### src/hdl/udfu_pkg.sv
`default_nettype none

package udfu_pkg;

    // Request kinds, as carried on s_tuser
    typedef enum logic [2:0] {
        KIND_DNLOAD    = 3'd0,
        KIND_UPLOAD    = 3'd1,
        KIND_GETSTATUS = 3'd2,
        KIND_CLRSTATUS = 3'd3,
        KIND_GETSTATE  = 3'd4,
        KIND_ABORT     = 3'd5,
        KIND_PROG_DONE = 3'd6,
        KIND_OTHER     = 3'd7
    } kind_t;

    // DFU state, one-hot
    typedef enum logic [5:0] {
        ST_IDLE      = 6'b000001,
        ST_DN_SYNC   = 6'b000010,
        ST_DN_IDLE   = 6'b000100,
        ST_MAN_SYNC  = 6'b001000,
        ST_MANIFEST  = 6'b010000,
        ST_ERROR     = 6'b100000
    } dfu_state_t;

    // Reported state codes
    localparam logic [2:0] CODE_IDLE     = 3'd0;
    localparam logic [2:0] CODE_DN_SYNC  = 3'd1;
    localparam logic [2:0] CODE_DN_IDLE  = 3'd2;
    localparam logic [2:0] CODE_MAN_SYNC = 3'd3;
    localparam logic [2:0] CODE_MANIFEST = 3'd4;
    localparam logic [2:0] CODE_ERROR    = 3'd5;

    localparam logic [12:0] STATUS_REPLY_LEN = 13'd6;
    localparam logic [12:0] STATE_REPLY_LEN  = 13'd1;
    localparam logic [12:0] MAX_XFER_RESET   = 13'd1024;

    typedef struct packed {
        kind_t       kind;
        logic [15:0] block_number;
        logic [12:0] length;
        logic        program_ok;
    } item_t;

    typedef struct packed {
        logic        accepted;
        logic [12:0] reply_length;
        logic [2:0]  reply_state;
        logic        reply_status;
        logic        program_request;
        logic [31:0] program_address;
        logic [12:0] program_length;
    } result_t;

    function automatic logic [2:0] state_code(input dfu_state_t st);
        logic [2:0] code;
        unique case (st)
            ST_IDLE:     code = CODE_IDLE;
            ST_DN_SYNC:  code = CODE_DN_SYNC;
            ST_DN_IDLE:  code = CODE_DN_IDLE;
            ST_MAN_SYNC: code = CODE_MAN_SYNC;
            ST_MANIFEST: code = CODE_MANIFEST;
            ST_ERROR:    code = CODE_ERROR;
            default:     code = CODE_IDLE;
        endcase
        return code;
    endfunction

endpackage

`default_nettype wire

### src/hdl/udfu_in_reg.sv
`default_nettype none

module udfu_in_reg (
    input  wire logic           aclk,
    input  wire logic           aresetn,
    input  wire logic           s_tvalid,
    output logic                s_tready,
    input  wire udfu_pkg::item_t s_item,
    input  wire logic           advance,
    output logic                item_valid,
    output udfu_pkg::item_t     item
);

    logic            valid_reg;
    udfu_pkg::item_t item_reg;

    // Free slot, or the held beat leaves this cycle
    assign s_tready   = !valid_reg || advance;
    assign item_valid = valid_reg;
    assign item       = item_reg;

    always_ff @(posedge aclk) begin
        if (!aresetn) begin
            valid_reg <= 1'b0;
        end else if (s_tready) begin
            valid_reg <= s_tvalid;
        end
    end

    always_ff @(posedge aclk) begin
        if (s_tvalid && s_tready) begin
            item_reg <= s_item;
        end
    end

endmodule

`default_nettype wire

### src/hdl/udfu_core.sv
`default_nettype none

module udfu_core (
    input  wire logic            aclk,
    input  wire logic            aresetn,
    input  wire logic            cfg_wr_en,
    input  wire logic [12:0]     cfg_wr_data,
    input  wire udfu_pkg::item_t item,
    input  wire logic            fire,
    output udfu_pkg::result_t    result
);

    udfu_pkg::dfu_state_t state_reg, state_next;
    logic        status_reg, status_next;
    logic [15:0] exp_block_reg, exp_block_next;
    logic [31:0] wr_addr_reg, wr_addr_next;
    logic [12:0] blk_len_reg, blk_len_next;
    logic [12:0] max_xfer_reg;

    always_comb begin
        state_next     = state_reg;
        status_next    = status_reg;
        exp_block_next = exp_block_reg;
        wr_addr_next   = wr_addr_reg;
        blk_len_next   = blk_len_reg;

        result.accepted        = 1'b0;
        result.reply_length    = '0;
        result.reply_state     = udfu_pkg::state_code(state_reg);
        result.reply_status    = status_reg;
        result.program_request = 1'b0;
        result.program_address = '0;
        result.program_length  = '0;

        unique case (item.kind)
            udfu_pkg::KIND_DNLOAD: begin
                if (item.block_number == exp_block_reg) begin
                    result.accepted     = 1'b1;
                    result.reply_length = max_xfer_reg;
                    blk_len_next        = item.length;
                    state_next = (item.length != '0) ? udfu_pkg::ST_DN_SYNC
                                                     : udfu_pkg::ST_MAN_SYNC;
                end
            end
            udfu_pkg::KIND_GETSTATUS: begin
                result.accepted     = 1'b1;
                result.reply_length = udfu_pkg::STATUS_REPLY_LEN;
                if (state_reg == udfu_pkg::ST_DN_SYNC) begin
                    // asks again on every poll while the state stays download-sync
                    result.program_request = 1'b1;
                    result.program_address = wr_addr_reg;
                    result.program_length  = blk_len_reg;
                end else if (state_reg == udfu_pkg::ST_MAN_SYNC) begin
                    state_next = udfu_pkg::ST_MANIFEST;
                end
            end
            udfu_pkg::KIND_CLRSTATUS: begin
                result.accepted = 1'b1;
                status_next     = 1'b0;
                state_next      = udfu_pkg::ST_IDLE;
            end
            udfu_pkg::KIND_GETSTATE: begin
                result.accepted     = 1'b1;
                result.reply_length = udfu_pkg::STATE_REPLY_LEN;
            end
            udfu_pkg::KIND_ABORT: begin
                result.accepted = 1'b1;
                state_next      = udfu_pkg::ST_IDLE;
            end
            udfu_pkg::KIND_PROG_DONE: begin
                result.accepted = 1'b1;
                if (item.program_ok) begin
                    wr_addr_next   = wr_addr_reg + {19'd0, blk_len_reg};
                    exp_block_next = exp_block_reg + 16'd1;
                    state_next     = udfu_pkg::ST_DN_IDLE;
                    status_next    = 1'b0;
                end else begin
                    state_next  = udfu_pkg::ST_ERROR;
                    status_next = 1'b1;
                end
            end
            default: begin
                // upload and unknown requests stall
            end
        endcase
    end

    always_ff @(posedge aclk) begin
        if (!aresetn) begin
            state_reg     <= udfu_pkg::ST_IDLE;
            status_reg    <= 1'b0;
            exp_block_reg <= '0;
            wr_addr_reg   <= '0;
            blk_len_reg   <= '0;
        end else if (fire) begin
            state_reg     <= state_next;
            status_reg    <= status_next;
            exp_block_reg <= exp_block_next;
            wr_addr_reg   <= wr_addr_next;
            blk_len_reg   <= blk_len_next;
        end
    end

    always_ff @(posedge aclk) begin
        if (!aresetn) begin
            max_xfer_reg <= udfu_pkg::MAX_XFER_RESET;
        end else if (cfg_wr_en) begin
            max_xfer_reg <= cfg_wr_data;
        end
    end

    a_prog_only_in_sync: assert property (@(posedge aclk) disable iff (!aresetn)
        result.program_request |->
            (state_reg == udfu_pkg::ST_DN_SYNC) && result.accepted)
        else $error("program request outside download-sync");

    a_stall_keeps_state: assert property (@(posedge aclk) disable iff (!aresetn)
        (fire && !result.accepted) |=>
            $stable(state_reg) && $stable(status_reg) && $stable(exp_block_reg)
            && $stable(wr_addr_reg) && $stable(blk_len_reg))
        else $error("stalled request changed state");

    a_prog_fields_zero: assert property (@(posedge aclk) disable iff (!aresetn)
        !result.program_request |->
            (result.program_address == '0) && (result.program_length == '0))
        else $error("program fields set without a request");

endmodule

`default_nettype wire

### src/hdl/udfu_out_reg.sv
`default_nettype none

module udfu_out_reg (
    input  wire logic              aclk,
    input  wire logic              aresetn,
    input  wire logic              load,
    input  wire udfu_pkg::result_t result,
    output logic                   ready,
    output logic                   m_tvalid,
    input  wire logic              m_tready,
    output udfu_pkg::result_t      m_result
);

    logic              valid_reg;
    udfu_pkg::result_t result_reg;

    assign ready    = !valid_reg || m_tready;
    assign m_tvalid = valid_reg;
    assign m_result = result_reg;

    always_ff @(posedge aclk) begin
        if (!aresetn) begin
            valid_reg <= 1'b0;
        end else if (ready) begin
            valid_reg <= load;
        end
    end

    always_ff @(posedge aclk) begin
        if (load) begin
            result_reg <= result;
        end
    end

endmodule

`default_nettype wire

### src/hdl/usb_dfu_download_state_machine.sv
// USB DFU download sequencer, device side.
//
// s_ channel: one beat per class request or programming-done event. The
// request kind rides on s_tuser; s_tdata carries the DNLOAD block number,
// wLength and the programming result flag.
// m_ channel: exactly one result beat per input beat, in order. m_tuser
// flags whether the request was accepted or is to be stalled; m_tdata
// holds reply length, the state and status seen before the request, and
// a program command (request flag, flash address, byte count).
// cfg_wr_en/cfg_wr_data write the download buffer size reported to an
// accepted DNLOAD; write only while the block is idle.
//
// Timing: input register, combinational state update logic, output
// register. One beat per cycle is sustained while m_tready stays high;
// the state registers update as each request moves to the output
// register, so back-to-back requests see each other's effect.
// Stalls: when m_tready is low the result is held, the input register
// fills, and s_tready drops only once both stages are full.
// Reset (aresetn low, synchronous): state idle, status ok, block number,
// address and length zero, buffer size 1024, both stages empty.
`default_nettype none

module usb_dfu_download_state_machine (
    input  wire logic        aclk,
    input  wire logic        aresetn,

    input  wire logic        cfg_wr_en,
    input  wire logic [12:0] cfg_wr_data,   // max_transfer_bytes

    input  wire logic        s_tvalid,
    output logic             s_tready,
    // [15:0] block_number, [28:16] length, [29] program_ok, [31:30] zero
    input  wire logic [31:0] s_tdata,
    // [2:0] kind
    input  wire logic [2:0]  s_tuser,

    output logic             m_tvalid,
    input  wire logic        m_tready,
    // [12:0] reply_length, [15:13] reply_state, [16] reply_status,
    // [17] program_request, [49:18] program_address,
    // [62:50] program_length, [63] zero
    output logic [63:0]      m_tdata,
    // [0] accepted
    output logic [0:0]       m_tuser
);

    udfu_pkg::item_t   s_item;
    udfu_pkg::item_t   item;
    udfu_pkg::result_t result;
    udfu_pkg::result_t m_result;
    logic              item_valid;
    logic              out_ready;
    logic              advance;

    // unpack the incoming beat
    assign s_item.kind         = udfu_pkg::kind_t'(s_tuser);
    assign s_item.block_number = s_tdata[15:0];
    assign s_item.length       = s_tdata[28:16];
    assign s_item.program_ok   = s_tdata[29];

    // a held request moves on when the result register can take it
    assign advance = item_valid && out_ready;

    udfu_in_reg u_in_reg (
        .aclk       (aclk),
        .aresetn    (aresetn),
        .s_tvalid   (s_tvalid),
        .s_tready   (s_tready),
        .s_item     (s_item),
        .advance    (advance),
        .item_valid (item_valid),
        .item       (item)
    );

    udfu_core u_core (
        .aclk        (aclk),
        .aresetn     (aresetn),
        .cfg_wr_en   (cfg_wr_en),
        .cfg_wr_data (cfg_wr_data),
        .item        (item),
        .fire        (advance),
        .result      (result)
    );

    udfu_out_reg u_out_reg (
        .aclk     (aclk),
        .aresetn  (aresetn),
        .load     (advance),
        .result   (result),
        .ready    (out_ready),
        .m_tvalid (m_tvalid),
        .m_tready (m_tready),
        .m_result (m_result)
    );

    // pack the result beat
    assign m_tuser[0]     = m_result.accepted;
    assign m_tdata[12:0]  = m_result.reply_length;
    assign m_tdata[15:13] = m_result.reply_state;
    assign m_tdata[16]    = m_result.reply_status;
    assign m_tdata[17]    = m_result.program_request;
    assign m_tdata[49:18] = m_result.program_address;
    assign m_tdata[62:50] = m_result.program_length;
    assign m_tdata[63]    = 1'b0;

endmodule

`default_nettype wire
### config.mk
export PLATFORM = sky130hd
export DESIGN_NAME = usb_dfu_download_state_machine
export DESIGN_NICKNAME = d
export VERILOG_FILES = /design/src/hdl/udfu_pkg.sv /design/src/hdl/udfu_in_reg.sv /design/src/hdl/udfu_core.sv /design/src/hdl/udfu_out_reg.sv /design/src/hdl/usb_dfu_download_state_machine.sv
export SDC_FILE = /design/constraint.sdc
export NUM_CORES = 1
export LEC_CHECK = 0
export ABC_AREA = 1
export BUFFER_PORTS_ARGS = -buffer_cell sky130_fd_sc_hd__buf_2
export CORE_ASPECT_RATIO = 0.9
export CORE_UTILIZATION = 40
export CTS_BUF_LIST = sky130_fd_sc_hd__clkbuf_16
export DETAILED_ROUTE_END_ITERATION = 8
export SYNTH_ARGS = -nofsm -noshare
export SYNTH_HDL_FRONTEND = slang
export SYNTH_SLANG_ARGS = --single-unit
### constraint.sdc
create_clock -name aclk -period 3.6 [get_ports aclk]
set_clock_uncertainty 0.1 [all_clocks]
set_input_delay 0.54 -clock aclk [delete_from_list [all_inputs] [get_ports aclk]]
set_output_delay 0.54 -clock aclk [all_outputs]
set_load 0.02 [all_outputs]
Yosys cells after proc, flatten, opt, wreduce, memory -nomap -nowiden
Cells that the tools add are included.
W data, S select, Z words.
{ "word_totals": {"register_bits": 180, "out_inout_bits": 67, "word_cells": 65} }
{ "op_classes": {"addsub": 2, "eq_ne": 14, "mux": 13, "reduce_logical": 17} }
{ "ops": {"columns": ["op", "n"], "rows": [
  ["$mux W46", 1],
  ["$pmux W13 S3", 1],
  ["$add A32 B13 Y32", 1],
  ["$mux W6", 4],
  ["$pmux W6 S4", 1],
  ["$add A16 B1 Y16 const B", 1],
  ["$eq A16 B16 Y1", 1],
  ["$pmux W3 S5", 1],
  ["$mux W14", 1],
  ["$reduce_bool A13 Y1", 1],
  ["$eq A3 B3 Y1 const B", 3],
  ["$eq A3 B2 Y1 const B", 2],
  ["$eq A6 B2 Y1 const B", 1],
  ["$eq A6 B3 Y1 const B", 1],
  ["$eq A6 B4 Y1 const B", 1],
  ["$eq A6 B5 Y1 const B", 1],
  ["$eq A6 B6 Y1 const B", 1],
  ["$reduce_and A3 Y1", 2],
  ["$reduce_and A5 Y1", 1],
  ["$reduce_or A5 Y1", 1],
  ["$mux W4", 1],
  ["$ne A2 B1 Y1 const B", 2],
  ["$pmux W1 S2", 2],
  ["$reduce_and A2 Y1", 2],
  ["9 further kinds", 12]
]} }

Longest topological paths before layout
Gate-level depths: netlist of the first run.
{ "depth": {"ltp_word": 5, "ltp_mapped": 13, "depth_no_buf": 12} }

Hierarchy
A second synthesis of the first run with hierarchy kept.
{ "hier_totals": {"hier_cells": 983, "hier_area_um2": 8338.0} }
{ "by_module_without_submodules": {"columns": ["module", "instances", "cells_each", "area_per_inst_um2", "seq_area_each_um2"], "rows": [
  ["udfu_core", 1, 869, 5308.8, 1621.6],
  ["udfu_out_reg", 1, 70, 1968.1, 1941.9],
  ["udfu_in_reg", 1, 40, 1042.2, 1011.0],
  ["usb_dfu_download_state_machine", 1, 4, 18.8, 0.0]
]} }

Least setup slack after synthesis of the first run
No wires, ideal clock.
{ "synth_timing": {"path_kind": "input to register", "from": "input port m_tready", "to": "register u_core.status_reg", "t_arrival_ns": 2.541, "setup_slack_ns": 0.827, "path_stages": 7, "cell_sequence": "inv_1 > nand2_1 > nand2_1 > inv_1 > o21ai_0 > nand2_1 > a21oi_1"} }
{ "synth_via": {"elab_chain_cells": 3} }
{ "synth_lines": {"columns": ["element", "line_no", "source"], "rows": [
  ["start, declared", "usb_dfu_download_state_machine.sv:38", "input wire logic m_tready,"],
  ["$logic_or A1 B1 Y1", "udfu_out_reg.sv:17", "assign ready = !valid_reg || m_tready;"],
  ["$logic_and A1 B1 Y1", "usb_dfu_download_state_machine.sv:62", "assign advance = item_valid && out_ready;"],
  ["via advance", "usb_dfu_download_state_machine.sv:53", "logic advance;"],
  ["$reduce_and A2 Y1 (no source line)", null, null],
  ["end signal, assigned", "udfu_core.sv:97", "status_reg <= status_next;"],
  ["end, declared", "udfu_core.sv:14", "logic status_reg, status_next;"]
]} }
The timed path passes the listed nets, and every way through them passes these cells.
A chain may end at the register's enable or synchronous reset.

Final worst setup path of the first run
{ "layout_timing": {"from": "register u_core.exp_block_reg[6]", "to": "register u_core.blk_len_reg[6]"} }
{ "layout_via": {"elab_chain_cells": 2} }
{ "layout_lines": {"columns": ["element", "line_no", "source"], "rows": [
  ["start, declared", "udfu_core.sv:15", "logic [15:0] exp_block_reg, exp_block_next;"],
  ["start signal, assigned", "udfu_core.sv:98", "exp_block_reg <= exp_block_next;"],
  ["$eq A16 B16 Y1", "udfu_core.sv:37", "if (item.block_number == exp_block_reg) begin"],
  ["$reduce_and A3 Y1 (no source line)", null, null],
  ["end signal, assigned", "udfu_core.sv:100", "blk_len_reg <= blk_len_next;"],
  ["end, declared", "udfu_core.sv:17", "logic [12:0] blk_len_reg, blk_len_next;"]
]} }
No other way between the ends.

==> run metrics, run 1 <==
outcome=completed; placed cells=1325; DR DRC count=0; CP startpoint=u_core.exp_block_reg[6]$_SDFFE_PN0P_; DPL Wire Length=12800 um; clk sinks=180; GPL Wtd Cong=roughly 0.85; RSZ-0062 raised after global routing=false; CP Buf/Inv Count=0; setup repair bufs after CTS=0; First DRT Iteration DRCs=452; Mapped Nets=~1000; total core area=20100 um2; # diodes=0; yosys synthesis warning count=0; Routed WL=17900 um; vias in the first global route=6185; worst stage delay on the critical path=0.55 ns; clock root buffer=clkbuf_16; Final ANT Viol Nets=0; crit-path cells=xnor2_1 -> nand4_1 -> nor2_2 -> nand3_1 -> nand2_1 -> a21oi_1; global-route wire length before repair=a little under 30000 um; largest net degree at the start of global routing=67; Setup CP Type=flop to flop; initial antenna violation count=0; chip height=138 um; die area=21300 um2; wire per inst=around 13 um; Area Overhead vs Synth=17.6%; DR vias=6542; Static Leak=~4 nW; post-layout min period=2.43 ns; Site Rows=49; cell count after synthesis=roughly 980; Synth cell types=40; total chip power=4.40 mW; Port Buf Inserts=between 100 and 150; CP max FO=14; # IOs=120; GR Util All Layers=17.4%; Cell Area, Synth=8270 um2; Mean Syn Cell Area=8.48 um2; final hold vios=0; Non-Filler Instances=roughly 1400; Tcrit/Tclk final=67.5%; # hold bufs at CTS=0; storage element area=roughly 4600 um2; Worst Path Arrival=2.59 ns; fill count=2012; peak supply drop=0.288 mV; fmax=412 MHz; CTS tree=done; cell family with most CP delay=simple AND/OR/NAND/NOR gates; htree depth=4; nets=1157; Crit. End Element=flop; Clock Path Buffers=2; share of layout cells above drive strength 1=between 10% and 20%; Final Worst Setup Slack=1.17 ns; fin. max-slew vios=0; post-layout util=48.4%; routed vias/inst=4.82; grt total ovfl=0; worst slack at placement=1.16 ns; Initial Utilization=41.1%; max reg flops=64; Setup TNS=0 ns; Multi-input gate area=between 3000 and 4000 um2; Hold Crit Class=primary input to flop; count of state elements after synthesis=180; flop-to-flop setup slack=between 1 and 1.5 ns; DIE WIDTH=154 um; crit path launch type=flop; Power Density=453 nW/um2; TritonCTS Buffers=17; drt pass-1 iters=5; Worst Max-Slew Pin Slew=~1.0 ns; Reg clk slew, reported paths=0.07 ns; Worst R2R Start=u_core.exp_block_reg[6]$_SDFFE_PN0P_; # Max-Cap Violations=0; sequential share of the synthesized area=approximately 55%; Worst-Skew Late Latency=0.43 ns; Worst EP required=roughly 3.8 ns; endpoints failing setup=0; Worst path slowest cell=dfxtp_1; post-cts resize count=0; hold path startpoint=s_tdata[9]; worst rel slew slack=30.7%
metal layers:
| layer | up-vias | routed length (um) | part of all wire, % | GRT usage [%] |
|---|---|---|---|---|
| met5 | - | 0 | 0 | 0 |
| met4 | 0 | 104 | 0.58 | 4.47 |
| met3 | 8 | 790 | 4.4 | 4.39 |
| met2 | 140 | 8350 | 47 | 29.1 |
| met1 | 2973 | 8670 | 48 | 22.5 |
| li1 | 3421 | - | - | - |
layout by cell type, fill, tap and decap left out, types with 3 or more instances in the layout:
cell / netlist / routed
a21oi_1: 69 / 69
buf_2: 13 / 116
buf_4: 2 / 6
clkbuf_16: 0 / 20
dfxtp_1: 83 / 83
edfxtp_1: 97 / 97
ha_1: 14 / 14
inv_1: 119 / 118
inv_2: 3 / 4
inv_6: 0 / 4
inv_8: 0 / 4
nand2_1: 204 / 204
nand2_2: 5 / 5
nand3_1: 52 / 52
nand3b_1: 5 / 5
nand4_1: 27 / 27
nor2_1: 171 / 171
nor2_2: 3 / 3
nor3_1: 14 / 14
nor4_1: 4 / 4
o21ai_0: 37 / 37
xnor2_1: 11 / 11
xor2_1: 6 / 6
per-stage QoR:
| step | instance area (um2) | hold WS [ns] |
|---|---|---|
| 2_1_floorplan | 8270 | 0.309 |
| 5_1_grt | 9730 | 0.161 |
| 3_5_place_dp | 9100 | 0.349 |
| 4_1_cts | 9730 | 0.162 |
| 6_report | 9730 | 0.183 |
| 3_3_place_gp | 9100 | 0.341 |
worst register-to-register path: cells and delay by family (launching register included):
family,cells,cell delay (ns)
AND/OR/NAND/NOR,4,1.36
flip-flops,1,0.55
XOR/XNOR,1,0.19
AO/OA/AOI/OAI,1,0.07
cells by family (layout without fill, tap and decap cells):
logic type	Yosys count	in the layout	share of synthesized area (%)
xor gates and xnor gates	17	17	1.80
and+or+nand+nor	496	496	26.1
adders and majority gates	15	15	2.36
other	1	1	0.0453
DFF	180	180	55.3
AOI/OAI and AO/OA	115	115	7.17
buffers and inverters	152	278	7.21
power breakdown:
part	total [mW]	leakage, nW	switching (mW)	internal [mW]
Combinational	0.233	2.15	0.157	0.0758
Sequential	2.26	1.61	0.0285	2.23
Clock	1.91	0.304	0.867	1.05
Total	4.40	4.06	1.05	3.35
synth_stat cells:
cell	number	area, um2
nand3_1	52	260
nand3b_1	5	37.5
nor4_2	2	25.0
o21ai_1	2	10.0
o22ai_1	1	6.26
nand2_1	204	766
nand2_2	5	31.3
a211oi_1	1	7.51
buf_2	13	65.1
buf_1	1	3.75
inv_1	119	447
nor3_1	14	70.1
o311ai_0	1	8.76
a21o_1	2	15.0
nand3_2	1	10.0
nor4_1	4	25.0
edfxtp_1	97	2910
nor2_2	3	18.8
xnor2_1	11	96.3
nand4_1	27	169
inv_4	1	6.26
buf_4	2	15.0
fa_1	1	20.0
o21bai_1	1	7.51
nor2_4	1	11.3
dfxtp_1	83	1660
ha_1	14	175
nor3_4	1	16.3
o21a_1	1	7.51
o21ai_0	37	185
nor2_8	2	40.0
or2_2	1	6.26
nand4_2	2	25.0
nor2_1	171	642
a21oi_1	69	345
inv_2	3	11.3
xor2_1	6	52.6
nor3b_1	1	7.51
clkbuf_1	13	48.8
conb_1	1	3.75
final cells by class:
class	instances	share of cell area (%)
tap	255	3.28
sequential	180	47.0
timing repair buffer	123	6.64
multi-input combinational	644	31.9
clock inverter	12	1.25
inverter	123	4.77
clock buffer	20	5.15
final timing paths:
check,end,cells after the start
setup reg to reg,u_core.blk_len_reg[6]$_SDFFE_PN0P_,6
hold reg to reg,u_out_reg.m_result[46]$_DFFE_PP_,0
setup / recovery,u_core.blk_len_reg[6]$_SDFFE_PN0P_,6
hold / removal,u_in_reg.item[23]$_DFFE_PP_,1
No activity file was read; power rests on OpenSTA's default activity.
==> run 2: changes to the inputs <==
==> constraint.sdc (replaced) <==
create_clock -name aclk -period 2.3 [get_ports aclk]
set_clock_uncertainty 0.1 [all_clocks]
set_input_delay 0.345 -clock aclk [delete_from_list [all_inputs] [get_ports aclk]]
set_output_delay 0.345 -clock aclk [all_outputs]
set_load 0.02 [all_outputs]
==> run 2 against run 1 <==
Effect of this change:
- core utilization is 2.0 points higher
- register-to-register slack worse by 0.93 ns
- sequential cell count stayed put
- combinational power is 78% higher
- first-iteration DRC count is 11% lower
- count of clock-buffer cells in the layout is 2 lower
- via count is 2.9% higher
- fmax is 18% higher
- global-route usage is 0.80 points higher
- critical path depth is 4 higher
- power is 55% higher
- die area stayed put
- critical endpoint is now u_core.wr_addr_reg[24]$_SDFFE_PN0P_
- largest cell class unchanged
- largest power group unchanged
==> run metrics, run 2 (same netlist as run 1, synthesis figures left out) <==
htree depth=4; die area=21300 um2; # IOs=120; post-layout min period=2.06 ns; Switch Pwr=1.67 mW; worst slack at placement=0.226 ns; DR vias=between 6000 and 7000; fmax=485 MHz; # diodes=0; DPL Wire Length=13100 um; vias in the first global route=6484; worst rel slew slack=63.1%; Tcrit/Tclk final=89.7%; Gate power share=6.1%; Worst Max-Slew Pin Slew=0.553 ns; Worst Path Arrival=approximately 2.3 ns; Setup TNS=0 ns; TritonCTS Buffers=17; max reg flops=64; GR Util All Layers=18.2%; Area Overhead vs Synth=22.5%; DIE WIDTH=between 150 and 200 um; Port Buf Inserts=116; wire per inst=13.2 um; Power Density=673 nW/um2; nets=approximately 1200; peak supply drop=0.481 mV; Final ANT Viol Nets=0; RSZ-0062 raised after global routing=false; initial antenna violation count=0; Initial Utilization=41.1%; global-route wire length before repair=30800 um; most frequent cells in the layout=nand2_1 (203), nor2_1 (171), inv_1 (118); chip height=138 um; Clock Path Buffers=2; Crit. End Element=flop; CP max FO=4; clk sinks=180; First DRT Iteration DRCs=approximately 400; Setup CP Type=flop to flop; fin. max-slew vios=0; Seq pwr share=between 50 and 60%; setup repair bufs after CTS=0; Site Rows=49; Worst EP required=2.52 ns; Final Worst Setup Slack=0.236 ns; GPL Wtd Cong=between 0.8 and 0.9; most common cell after layout, fill and taps aside=nand2_1; crit path launch type=flop; drt pass-1 iters=5; # Max-Cap Violations=0; Reg clk slew, reported paths=0.08 ns; Clock Power Share=42.1%; DR DRC count=0; CTS tree=done; outcome=completed; Hold Crit Class=primary input to flop; endpoints failing setup=0; Net Sw Frac=24.5%; total core area=between 20000 and 25000 um2; grt total ovfl=0; fill count=1941; Worst-Skew Late Latency=between 0.4 and 0.5 ns; Pint=between 5 and 6 mW; final hold vios=0; routed vias/inst=4.79; share of layout cells above drive strength 1=16.9%; Routed WL=~19000 um; Static Leak=4.26 nW; largest net degree at the start of global routing=54; clock root buffer=clkbuf_16
run 2: cell types whose count changed in the layout (fill, tap and decap cells not counted):
cell and delta:
clkbuf_16 -2, clkinv_8 -1, dlygate4sd3_1 +33, buf_4 +15, clkinv_4 +2, nand2_2 +1
nand2_1 -1, inv_2 -2, inv_4 +3
run 2: path summary, 6_finish.rpt:
check                                                           from                                   end  slack [ns]  cells past startpoint
worst max-delay path              u_core.blk_len_reg[0]$_SDFFE_PN0P_   u_core.wr_addr_reg[24]$_SDFFE_PN0P_        0.24                     10
worst min-delay path                                  cfg_wr_data[3]   u_core.max_xfer_reg[3]$_SDFFE_PN0P_        0.03                      3
worst max register to register    u_core.blk_len_reg[0]$_SDFFE_PN0P_   u_core.wr_addr_reg[24]$_SDFFE_PN0P_        0.24                     10
worst min register to register  u_core.max_xfer_reg[10]$_SDFFE_PN1P_  u_core.max_xfer_reg[10]$_SDFFE_PN1P_        0.36                      2
run 2: cell type report:
| type | count | area (um2) | area share [%] |
|---|---|---|---|
| clock buffers | 18 | 450 | 4.44 |
| clock inverters | 14 | 128 | 1.26 |
| inverters | 123 | 470 | 4.64 |
| multi-input cells | 644 | 3100 | 30.6 |
| flip-flops and latches | 180 | 4570 | 45.1 |
| well taps | 255 | 319 | 3.15 |
| repair buffers | 171 | 1090 | 10.7 |
run 2: stage by stage:
stage | hold WS (ns) | cell area [um2] | power (mW) | instances | utilization, %
2_1_floorplan | 0.309 | 8280 | 3.84 | 976 | -
3_3_place_gp | 0.339 | 9220 | 3.98 | 1340 | 45.9
3_5_place_dp | 0.344 | 9220 | 3.98 | 1340 | 45.9
4_1_cts | 0.00984 | 10100 | 6.90 | 1405 | 50.4
5_1_grt | 0.0263 | 10100 | 7.08 | 1405 | 50.4
6_report | 0.0261 | 10100 | 6.82 | 1405 | 50.4
run 2: per-layer routing:
layer  wire length [um]  GRT usage, %
met3                656          3.39
met2               8810          31.2
met4                258          5.84
met5                  0             0
met1               8860          23.3
run 2: repair_timing:
action                                  CTS  global route
gates resized for setup                   0             2
endpoints found under the setup margin    0             3
hold buffers                             33             0
endpoints found under the hold margin    33             0
run 2: critical path: stages, from the launching register on:
cell and delay, ns:
dfxtp_1 0.34, ha_1 0.23, fa_1 0.42, nand3_1 0.13, nand2_1 0.08, nand2_1 0.07, nand3_1 0.15, nand3_1 0.11
nand2_1 0.11, a21oi_1 0.16, nor2_1 0.05
run 2: power by group through the flow:
stage | sequential, mW | combinational, mW | clock, mW
after floorplan | 3.66 | 0.177 | 0
after global placement | 3.61 | 0.370 | 0
after global routing | 3.54 | 0.462 | 3.07
after CTS | 3.53 | 0.419 | 2.95
after detailed placement | 3.61 | 0.375 | 0
final | 3.53 | 0.415 | 2.88
==> run 3: changes to the inputs <==
==> constraint.sdc (replaced) <==
create_clock -name aclk -period 1.9 [get_ports aclk]
set_clock_uncertainty 0.1 [all_clocks]
set_input_delay 0.285 -clock aclk [delete_from_list [all_inputs] [get_ports aclk]]
set_output_delay 0.285 -clock aclk [all_outputs]
set_load 0.02 [all_outputs]
==> run 3 against run 2 <==
Effect of this change:
- critical path depth up 1
- fmax grew 13%
- sequential cell count unchanged
- die area did not move
- cell count grew 5.1%
- sequential power grew 21%
- register-to-register slack lost 0.16 ns
- non-clock buffer count grew 71
- clock power increased by 23%
- global-route usage increased by 0.80 points
- sequential share of layout area down 4.2 points
- largest power group unchanged
- highest routed layer unchanged
==> run metrics, run 3 (same netlist as run 1, synthesis figures left out) <==
Routed WL=about 20000 um; reg2reg path depth=11; Clock Path Buffers=2; # IOs=120; Hold Path Depth=3; Crit. End Element=flop; Worst EP required=2.13 ns; Area Overhead vs Synth=35.7%; endpoints failing setup=0; peak supply drop=0.577 mV; Static Leak=4.68 nW; storage element area=4600 um2; global-route wire length before repair=32100 um; most frequent cells in the layout=nand2_1 (194), nor2_1 (159), inv_1 (118); drt pass-1 iters=5; flop-to-flop setup slack=0.07 ns; routed vias/inst=4.80; Tcrit/Tclk final=96.1%; initial antenna violation count=1; most common cell after layout, fill and taps aside=nand2_1; DR vias=7093; largest net degree at the start of global routing=50; TritonCTS Buffers=17; Design Area, Final=about 11000 um2; Reg clk slew, reported paths=0.07 ns; crit-path cells=ha_4 -> fa_2 -> nand3_2 -> nor2_2 -> buf_4 -> nand2_1 -> nand3b_1 -> xnor2_1 -> nand2_1 -> nand2_1 -> inv_1; post-layout min period=1.83 ns; Multi-input gate area=3500 um2; fmax=547 MHz; GPL Wtd Cong=0.872; CTS tree=done; Setup CP Type=flop to flop; clk sinks=180; Final ANT Viol Nets=0; First DRT Iteration DRCs=481; worst stage delay on the critical path=0.36 ns; CP max FO=2; total core area=20100 um2; outcome=completed; Placement Cell Area=~9700 um2; Worst path slowest cell=fa_2; htree depth=4; wire per inst=13.4 um; Power Density=around 750 nW/um2; chip height=138 um; die area=21300 um2; # Max-Cap Violations=0; Min-Delay Endpoint=u_core.max_xfer_reg[11]$_SDFFE_PN0P_; DIE WIDTH=154 um; Initial Utilization=41.1%; max reg flops=64; DPL Wire Length=13700 um; share of layout cells above drive strength 1=a little over a quarter; Final Worst Setup Slack=0.0733 ns; vias in the first global route=between 6000 and 7000; DR DRC count=0; Worst-Skew Late Latency=roughly 0.44 ns; final hold vios=0; crit path launch type=flop; Setup TNS=0 ns; fin. max-slew vios=0; Most common cell on crit path=nand2_1; worst slack at placement=-0.144 ns; hold path startpoint=cfg_wr_data[11]; Reg-to-Reg End=u_core.wr_addr_reg[10]$_SDFFE_PN0P_; Hold Crit Class=primary input to flop; nets=~1300; Port Buf Inserts=116; fill count=about 1800; Worst R2R Start=u_core.blk_len_reg[0]$_SDFFE_PN0P_; RSZ-0062 raised after global routing=true; grt total ovfl=0; GR Util All Layers=about a fifth; clock root buffer=clkbuf_16; Site Rows=49; Worst Path Arrival=between 2 and 2.5 ns
run 3: changes by cell type in the layout (fill, tap and decap cells not counted), sizes merged:
cell,change
bufinv,+1
dlygate4sd3,+12
clkinv,-1
inv,+1
diode,+1
buf,+58
run 3: report_power, final:
part	switching [mW]	internal, mW
Combinational	0.323	0.237
Clock	1.66	1.87
Sequential	0.0550	4.22
Total	2.04	6.33
run 3: cell type report:
type	instances	share of cell area (%)
diodes	1	0.0223
clock buffers	17	3.79
clock inverters	15	1.42
inverters	123	4.19
multi-input cells	644	31.1
flip-flops and latches	180	41.0
well taps	255	2.84
repair buffers	242	15.6
run 3: how the worst max path moves through the flow:
stage | startpoint | endpoint | slack (ns) | cells after the start
finish | u_core.blk_len_reg[0]$_SDFFE_PN0P_ | u_core.wr_addr_reg[10]$_SDFFE_PN0P_ | 0.07 | 11
global route | u_in_reg.item[31]$_DFFE_PP_ | u_core.wr_addr_reg[31]$_SDFFE_PN0P_ | -0.04 | 11
CTS | u_core.blk_len_reg[0]$_SDFFE_PN0P_ | u_core.wr_addr_reg[24]$_SDFFE_PN0P_ | -0.01 | 10
detailed placement | u_core.blk_len_reg[0]$_SDFFE_PN0P_ | u_core.wr_addr_reg[24]$_SDFFE_PN0P_ | -0.14 | 10
global placement | u_core.blk_len_reg[0]$_SDFFE_PN0P_ | u_core.wr_addr_reg[24]$_SDFFE_PN0P_ | -0.11 | 10
floorplan | u_out_reg.m_tvalid$_SDFFE_PN0P_ | u_out_reg.m_result[0]$_SDFFCE_PN0P_ | -0.08 | 3
run 3: metrics by stage:
step / total power [mW] / hold WS, ns / instances / utilization (%)
after global routing: 8.70 / 0.0482 / 1476 / 55.8
after global placement: 4.84 / 0.342 / 1391 / 48.2
after floorplan: 4.65 / 0.284 / 976 / -
after CTS: 8.45 / 0.0138 / 1468 / 53.6
final: 8.37 / 0.0330 / 1477 / 55.8
after detailed placement: 4.85 / 0.349 / 1391 / 48.2
run 3: repair_timing:
item	in CTS	in global routing
gates cloned	0	1
pin swaps	1	19
setup endpoints to repair	16	84
gates resized for setup	9	82
hold buffers	45	0
endpoints found under the hold margin	45	0
setup buffers	0	7
run 3: per-layer routing:
layer  global-route usage, %  part of all wire (%)  vias to the layer above
met5                       0                     0                        -
met2                    31.9                    49                      173
met3                    4.64                   4.9                       21
li1                        -                     -                     3658
met1                    24.4                    45                     3241
met4                    5.37                   1.2                        0
run 3: critical path, delay by kind of cell, from the launching register on:
family | cells | cell delay (ns)
flops | 1 | 0.34
fa+ha+maj | 2 | 0.52
buf+inv | 2 | 0.16
simple gates | 6 | 0.41
xor+xnor | 1 | 0.19
